[src/rtl/core/mrf_pkg.sv]
// ----------------------------------------------------------------------------
// mrf_pkg
// Shared types, constants and the CRC-16 byte update of the Modbus RTU
// read-request framer.
// ----------------------------------------------------------------------------
package mrf_pkg;

  localparam logic [15:0] CRC_INIT = 16'hFFFF;
  localparam logic [15:0] CRC_POLY = 16'hA001;
  localparam logic [7:0]  STATION_RESET = 8'd1;

  localparam logic [2:0] POS_STATION = 3'd0;
  localparam logic [2:0] POS_FUNC    = 3'd1;
  localparam logic [2:0] POS_REG_HI  = 3'd2;
  localparam logic [2:0] POS_REG_LO  = 3'd3;
  localparam logic [2:0] POS_CNT_HI  = 3'd4;
  localparam logic [2:0] POS_CNT_LO  = 3'd5;
  localparam logic [2:0] POS_CRC_LO  = 3'd6;
  localparam logic [2:0] POS_CRC_HI  = 3'd7;

  typedef struct packed {
    logic [7:0]  func;
    logic [15:0] start_register;
    logic [15:0] register_count;
  } req_t;

  function automatic logic [15:0] crc_byte(input logic [15:0] crc_in,
                                           input logic [7:0] data);
    logic [15:0] c;
    c = crc_in ^ {8'h00, data};
    for (int k = 0; k < 8; k++) begin
      if (c[0]) begin
        c = (c >> 1) ^ CRC_POLY;
      end else begin
        c = c >> 1;
      end
    end
    return c;
  endfunction

endpackage

[src/rtl/core/mrf_req_buf.sv]
// ----------------------------------------------------------------------------
// mrf_req_buf
// One-entry request register that holds the next request while the current
// frame is being sent.
// ----------------------------------------------------------------------------
module mrf_req_buf import mrf_pkg::*; (
  input  logic        clk,
  input  logic        rst_n,
  input  logic        in_valid,
  output logic        in_stall,
  input  logic [7:0]  in_func,
  input  logic [15:0] in_start_register,
  input  logic [15:0] in_register_count,
  output logic        req_valid,
  output req_t        req,
  input  logic        req_take
);

  logic buf_valid_r;
  logic buf_valid_nxt;
  req_t buf_r;
  logic accept;

  assign in_stall  = buf_valid_r;
  assign accept    = in_valid && !buf_valid_r;
  assign req_valid = buf_valid_r;
  assign req       = buf_r;

  always_comb begin
    buf_valid_nxt = buf_valid_r;
    if (req_take) begin
      buf_valid_nxt = 1'b0;
    end
    if (accept) begin
      buf_valid_nxt = 1'b1;
    end
  end

  always_ff @(posedge clk) begin
    if (!rst_n) begin
      buf_valid_r <= 1'b0;
    end else begin
      buf_valid_r <= buf_valid_nxt;
    end
  end

  always_ff @(posedge clk) begin
    if (accept) begin
      buf_r <= '{func: in_func, start_register: in_start_register,
                 register_count: in_register_count};
    end
  end

endmodule

[src/rtl/core/mrf_byte_seq.sv]
// ----------------------------------------------------------------------------
// mrf_byte_seq
// Frame byte sequencer: steps through the eight frame positions, updates
// the CRC one byte per unstalled cycle and drives the output register.
// ----------------------------------------------------------------------------
module mrf_byte_seq import mrf_pkg::*; (
  input  logic        clk,
  input  logic        rst_n,
  input  logic [7:0]  station_address,
  input  logic        req_valid,
  input  req_t        req,
  output logic        req_take,
  output logic        out_valid,
  input  logic        out_stall,
  output logic [7:0]  out_frame_byte,
  output logic        out_last_byte
);

  logic        active_r, active_nxt;
  logic [2:0]  idx_r, idx_nxt;
  logic [15:0] crc_r, crc_nxt;
  req_t        req_r, req_nxt;
  logic        out_valid_r, out_valid_nxt;
  logic [7:0]  out_frame_byte_r, out_frame_byte_nxt;
  logic        out_last_byte_r, out_last_byte_nxt;
  logic        adv;
  logic        emit;
  logic        finishing;
  logic        load;
  logic [7:0]  cur_byte;

  assign adv       = !out_valid_r || !out_stall;
  assign emit      = active_r && adv;
  assign finishing = emit && (idx_r == POS_CRC_HI);
  assign load      = req_valid && (!active_r || finishing);
  assign req_take  = load;

  always_comb begin
    case (idx_r)
      POS_STATION: cur_byte = station_address;
      POS_FUNC:    cur_byte = req_r.func;
      POS_REG_HI:  cur_byte = req_r.start_register[15:8];
      POS_REG_LO:  cur_byte = req_r.start_register[7:0];
      POS_CNT_HI:  cur_byte = req_r.register_count[15:8];
      POS_CNT_LO:  cur_byte = req_r.register_count[7:0];
      POS_CRC_LO:  cur_byte = crc_r[7:0];
      default:     cur_byte = crc_r[15:8];
    endcase
  end

  always_comb begin
    active_nxt         = active_r;
    idx_nxt            = idx_r;
    crc_nxt            = crc_r;
    req_nxt            = req_r;
    out_valid_nxt      = out_valid_r;
    out_frame_byte_nxt = out_frame_byte_r;
    out_last_byte_nxt  = out_last_byte_r;
    if (adv) begin
      out_valid_nxt      = active_r;
      out_frame_byte_nxt = cur_byte;
      out_last_byte_nxt  = (idx_r == POS_CRC_HI);
    end
    if (emit) begin
      if (idx_r < POS_CRC_LO) begin
        crc_nxt = crc_byte(crc_r, cur_byte);
      end
      idx_nxt = idx_r + 3'd1;
      if (finishing) begin
        active_nxt = 1'b0;
        idx_nxt    = POS_STATION;
      end
    end
    if (load) begin
      active_nxt = 1'b1;
      idx_nxt    = POS_STATION;
      crc_nxt    = CRC_INIT;
      req_nxt    = req;
    end
  end

  always_ff @(posedge clk) begin
    if (!rst_n) begin
      active_r    <= 1'b0;
      idx_r       <= POS_STATION;
      out_valid_r <= 1'b0;
    end else begin
      active_r    <= active_nxt;
      idx_r       <= idx_nxt;
      out_valid_r <= out_valid_nxt;
    end
  end

  always_ff @(posedge clk) begin
    crc_r            <= crc_nxt;
    req_r            <= req_nxt;
    out_frame_byte_r <= out_frame_byte_nxt;
    out_last_byte_r  <= out_last_byte_nxt;
  end

  assign out_valid      = out_valid_r;
  assign out_frame_byte = out_frame_byte_r;
  assign out_last_byte  = out_last_byte_r;

  // An idle sequencer always rests at the first frame position.
  a_idle_pos: assert property (@(posedge clk) disable iff (!rst_n)
    !active_r |-> idx_r == POS_STATION)
    else $error("sequencer idle away from first position");

  // A new request is only loaded when one is waiting.
  a_load_req: assert property (@(posedge clk) disable iff (!rst_n)
    load |-> req_valid)
    else $error("request loaded from an empty buffer");

  // The final byte of a frame is marked as last on the output register.
  a_last_mark: assert property (@(posedge clk) disable iff (!rst_n)
    finishing |=> out_valid_r && out_last_byte_r)
    else $error("final frame byte not marked as last");

  // The CRC is restarted on every load.
  a_crc_init: assert property (@(posedge clk) disable iff (!rst_n)
    load |=> crc_r == CRC_INIT && idx_r == POS_STATION)
    else $error("CRC not restarted for a new frame");

endmodule

[src/rtl/core/modbus_read_request_framer.sv]
// ----------------------------------------------------------------------------
// modbus_read_request_framer
// Builds eight-byte Modbus RTU read-request frames with a CRC-16 trailer.
// ----------------------------------------------------------------------------
// Each accepted request produces eight frame bytes, one per cycle while the
// output is not stalled: station address, function code, start register high
// and low, register count high and low, then the CRC-16 low and high bytes,
// with out_last_byte set on the eighth. The byte sequencer updates the CRC
// by one byte per cycle while the output is not stalled, as the six header
// bytes are sent. A one-entry request register accepts the next request while
// the current frame is still being sent, so frames follow each other without
// gaps. The station address is written through cfg_wr_en and cfg_wr_data and
// resets to 1.
module modbus_read_request_framer import mrf_pkg::*; (
  input  logic        clk,
  input  logic        rst_n,
  input  logic        cfg_wr_en,
  input  logic [7:0]  cfg_wr_data,
  input  logic        in_valid,
  output logic        in_stall,
  input  logic [7:0]  in_func,
  input  logic [15:0] in_start_register,
  input  logic [15:0] in_register_count,
  output logic        out_valid,
  input  logic        out_stall,
  output logic [7:0]  out_frame_byte,
  output logic        out_last_byte
);

  logic [7:0] station_r;
  logic [7:0] station_nxt;
  logic       req_valid;
  req_t       req;
  logic       req_take;

  assign station_nxt = cfg_wr_en ? cfg_wr_data : station_r;

  always_ff @(posedge clk) begin
    if (!rst_n) begin
      station_r <= STATION_RESET;
    end else begin
      station_r <= station_nxt;
    end
  end

  mrf_req_buf u_req_buf (
    .clk               (clk),
    .rst_n             (rst_n),
    .in_valid          (in_valid),
    .in_stall          (in_stall),
    .in_func           (in_func),
    .in_start_register (in_start_register),
    .in_register_count (in_register_count),
    .req_valid         (req_valid),
    .req               (req),
    .req_take          (req_take)
  );

  mrf_byte_seq u_byte_seq (
    .clk             (clk),
    .rst_n           (rst_n),
    .station_address (station_r),
    .req_valid       (req_valid),
    .req             (req),
    .req_take        (req_take),
    .out_valid       (out_valid),
    .out_stall       (out_stall),
    .out_frame_byte  (out_frame_byte),
    .out_last_byte   (out_last_byte)
  );

endmodule

[config.mk]
export PLATFORM = sky130hd
export DESIGN_NAME = modbus_read_request_framer
export DESIGN_NICKNAME = d
export VERILOG_FILES = /design/src/rtl/core/mrf_pkg.sv /design/src/rtl/core/mrf_req_buf.sv /design/src/rtl/core/mrf_byte_seq.sv /design/src/rtl/core/modbus_read_request_framer.sv
export SDC_FILE = /design/constraint.sdc
export NUM_CORES = 1
export LEC_CHECK = 0
export CORE_AREA = 2 2 87 106
export DETAILED_ROUTE_END_ITERATION = 10
export DIE_AREA = 0 0 89 108
export DONT_BUFFER_PORTS = 1
export HOLD_SLACK_MARGIN = 0.03
export PLACE_DENSITY = 0.7
export SYNTH_ARGS = -nofsm -noshare
export SYNTH_HDL_FRONTEND = slang
export SYNTH_SLANG_ARGS = --single-unit
[constraint.sdc]
create_clock -name clk -period 4.1 [get_ports clk]
set_input_delay 0.82 -clock clk [delete_from_list [all_inputs] [get_ports clk]]
set_output_delay 0.82 -clock clk [all_outputs]
set_load 0.05 [all_outputs]
==> flow_summary.json <==
{
  "cp_common_cell": "xnor3_1",
  "max_stage_delay_ns": 0.72,
  "die_area_um2": 9610,
  "die_h_um": 108,
  "clk_latency_ns": 0.51,
  "hp-class": "input pin to flop",
  "p_int_w": 0.00266,
  "cts_tree": "built",
  "skew_ns": 0.00691,
  "fin_setup_tns_ns": 0,
  "cp.arrival_ns": 3.93,
  "drive_above_1_share_pct": 16.1,
  "critPathLaunchType": "flop",
  "power_w": 0.00354,
  "async_flop_share_pct": 0,
  "power_leakage_nw": 1.89,
  "portBuffers": 0,
  "path_delay_family": "XOR/XNOR gates",
  "power_density_nw_per_um2": 668,
  "die-width_um": 89,
  "gr-usage-all-layers_pct": 18.7,
  "cp-end-kind": "flop",
  "gp_congestion": 0.834,
  "synth_ff_type": "edfxtp_1",
  "critPathSlowestCell": "or4_4",
  "synth_enable_flop_cells": 89,
  "layout.nets": 371,
  "critPathMaxFanout": 16,
  "rows": 37,
  "p_seq_share_pct": 44.8,
  "num_vias": 2424,
  "relSlewSlack_pct": 28.1,
  "instances_no_fill": 440,
  "whs_ns": 0.373,
  "numClockSinks": 119,
  "drt-initial-drc-count": 202,
  "cts_max_path_buffers": 2,
  "wl_um": 7840,
  "fmaxAchievable_mhz": 287,
  "synth_cell_type_count": 41,
  "post-route-util_pct": 62.2,
  "place_hpwl_um": 5280,
  "syn_area_um2": 4620,
  "insertedDiodeCount": 0,
  "antenna_found_initial": 0,
  "setup_violations": 0,
  "finalHoldViolCount": 0,
  "cts_setup_buffers": 0,
  "switchingPower_w": 0.000876,
  "cp_cell_sequence": "inv_1 > ha_1 > or4_4 > o22a_1 > xnor2_1 > xnor3_1 > xnor3_1 > xor3_1 > o21ai_1",
  "post-place-cells": 410,
  "dr.pass1.iters": 4,
  "syn_area_per_cell_um2": 15.3,
  "switching_share_pct": 24.7,
  "grt_max_degree": 42,
  "combinationalPowerShare_pct": 16.2,
  "final_max_slew_viol_count": 0,
  "synthCells": 302,
  "max-vdd-ir-drop_uv": 384,
  "wire_per_inst_um": 17.8,
  "tightest_slew_ns": 1.08,
  "path_clk_slew_ns": 0.05,
  "period_minus_slack_ns": 3.49,
  "initial_core_util_pct": 54.2,
  "postCtsResizedCells": 0,
  "synth-seq-area-share_pct": 70.9,
  "antenna_left": 0,
  "grt_remaining_overflow": 0,
  "grt_setup_unrepaired": "false",
  "ios": 64,
  "ys_seq_elements": 119,
  "syn_nets": 361,
  "criticalPathCategory": "flop to flop",
  "grt_pass1_wl_um": 12800,
  "finalCritPeriodShare_pct": 85.1,
  "maxCapViolCount": 0,
  "coreArea_um2": 8520,
  "synthToLayoutAreaGrowth_pct": 14.7,
  "cts_buffers": 17,
  "cts_max_level": 4,
  "critPathBufInv": 1,
  "vias_per_cell": 5.51,
  "cp.required_ns": 4.54,
  "clkPwrFrac_pct": 39.0,
  "outcome": "finished clean",
  "grt_pass1_vias": 2497,
  "drc": 0,
  "ys_warn_count": 0,
  "ctsHoldBuffers": 0,
  "clockRootBuffer": "clkbuf_8"
}
## routing by layer
metal  track usage (%)  routed length [um]  vias to the layer above  share of wire, %
li1                  -                   -                     1151                 -
met1              23.4                3310                     1161                42
met2              27.9                3880                       97                49
met3              6.87                 493                       15               6.3
met4              11.0                 161                        0               2.1
met5                 0                   0                        -                 0
## registers in the layout (all words and copies together), names as in the netlist
register                   cells
station_r                      8
u_byte_seq.active_r            1
u_byte_seq.crc_r              16
u_byte_seq.idx_r               3
u_byte_seq.out_frame_byte      8
u_byte_seq.out_last_byte       1
u_byte_seq.out_valid           1
u_byte_seq.req_r              40
u_req_buf.in_stall             1
u_req_buf.req                 40
## path summary, 6_finish.rpt
check | to | startpoint | slack, ns | cells after the start
worst max-delay path | u_byte_seq.crc_r[0] | u_byte_seq.idx_r[1] | 0.61 | 9
worst min-delay path | station_r[0] | rst_n | 0.37 | 1
worst max register to register | u_byte_seq.crc_r[0] | u_byte_seq.idx_r[1] | 0.61 | 9
worst min register to register | u_byte_seq.req_r[7] | u_req_buf.req[7] | 0.41 | 0
## final cells by class
type	count	area, um2
timing repair buffer	6	57.6
clock inverter	11	134
fill	632	3220
tap	117	146
clock buffer	19	422
inverter	5	18.8
multi-input combinational	163	1250
sequential	119	3270
## metrics by stage
step	setup WS, ns	area, um2
after global routing	0.353	5300
final	0.610	5300
after floorplan	0.632	4620
after CTS	0.619	5300
after detailed placement	0.629	4740
after global placement	0.800	4740
## worst register-to-register path: stages (launching register included)
cell and delay [ns]:
dfxtp_1 0.41, inv_1 0.11, ha_1 0.37, or4_4 0.72, o22a_1 0.29, xnor2_1 0.31, xnor3_1 0.46, xnor3_1 0.30
xor3_1 0.34, o21ai_1 0.13
## logic make-up (layout without fill, tap and decap cells)
kind of cell               Yosys count  after routing  synth area share, %
xor gates and xnor gates            21             21                 5.88
and+or+nand+nor                     66             66                 6.48
DFF                                119            119                 70.9
adders and majority gates            6              6                 1.63
muxes                               22             22                 5.04
AOI/OAI and AO/OA                   48             48                 7.80
buffers and inverters               20             41                 2.30
## synthesized netlist by cell type (2+ instances only)
library cell | instances | area share, %
xor2_1 | 2 | 0.38
a31oi_1 | 3 | 0.41
a22oi_1 | 9 | 1.5
nor2_1 | 9 | 0.73
ha_1 | 6 | 1.6
buf_6 | 2 | 0.49
o211ai_1 | 11 | 1.8
xnor2_1 | 13 | 2.5
nor3_1 | 2 | 0.22
nand2_1 | 32 | 2.6
edfxtp_1 | 89 | 58
nor2b_1 | 10 | 1.4
xnor2_4 | 2 | 1.2
o22ai_1 | 2 | 0.27
buf_2 | 4 | 0.43
mux2_2 | 10 | 2.4
inv_1 | 5 | 0.41
a32oi_1 | 2 | 0.38
clkbuf_1 | 8 | 0.65
mux2i_1 | 12 | 2.6
dfxtp_1 | 30 | 13
xnor3_1 | 2 | 0.98
a222oi_1 | 2 | 0.43
nand3_1 | 11 | 1.2
a21oi_1 | 8 | 0.87
## cell usage in the layout (no fill, tap or decap), types with 3 or more instances in the layout
master / n
nor2b_1: 9
inv_1: 5
nand3_1: 11
nor2_1: 9
ha_1: 6
clkinv_2: 5
buf_4: 5
edfxtp_1: 89
xnor2_1: 13
a31oi_1: 3
a22oi_1: 9
mux2i_1: 12
a21oi_1: 8
o211ai_1: 11
mux2_2: 10
clkbuf_16: 16
nand2_1: 32
dfxtp_1: 30
bufinv_16: 3
## power groups by stage
stage               combinational (W)  clock, W  sequential, W
floorplan                    0.000506         0        0.00158
global placement             0.000558         0        0.00160
detailed placement           0.000579         0        0.00161
CTS                          0.000580   0.00141        0.00159
global route                 0.000639   0.00146        0.00160
finish                       0.000575   0.00138        0.00159
No activity file was read; power rests on OpenSTA's default activity.
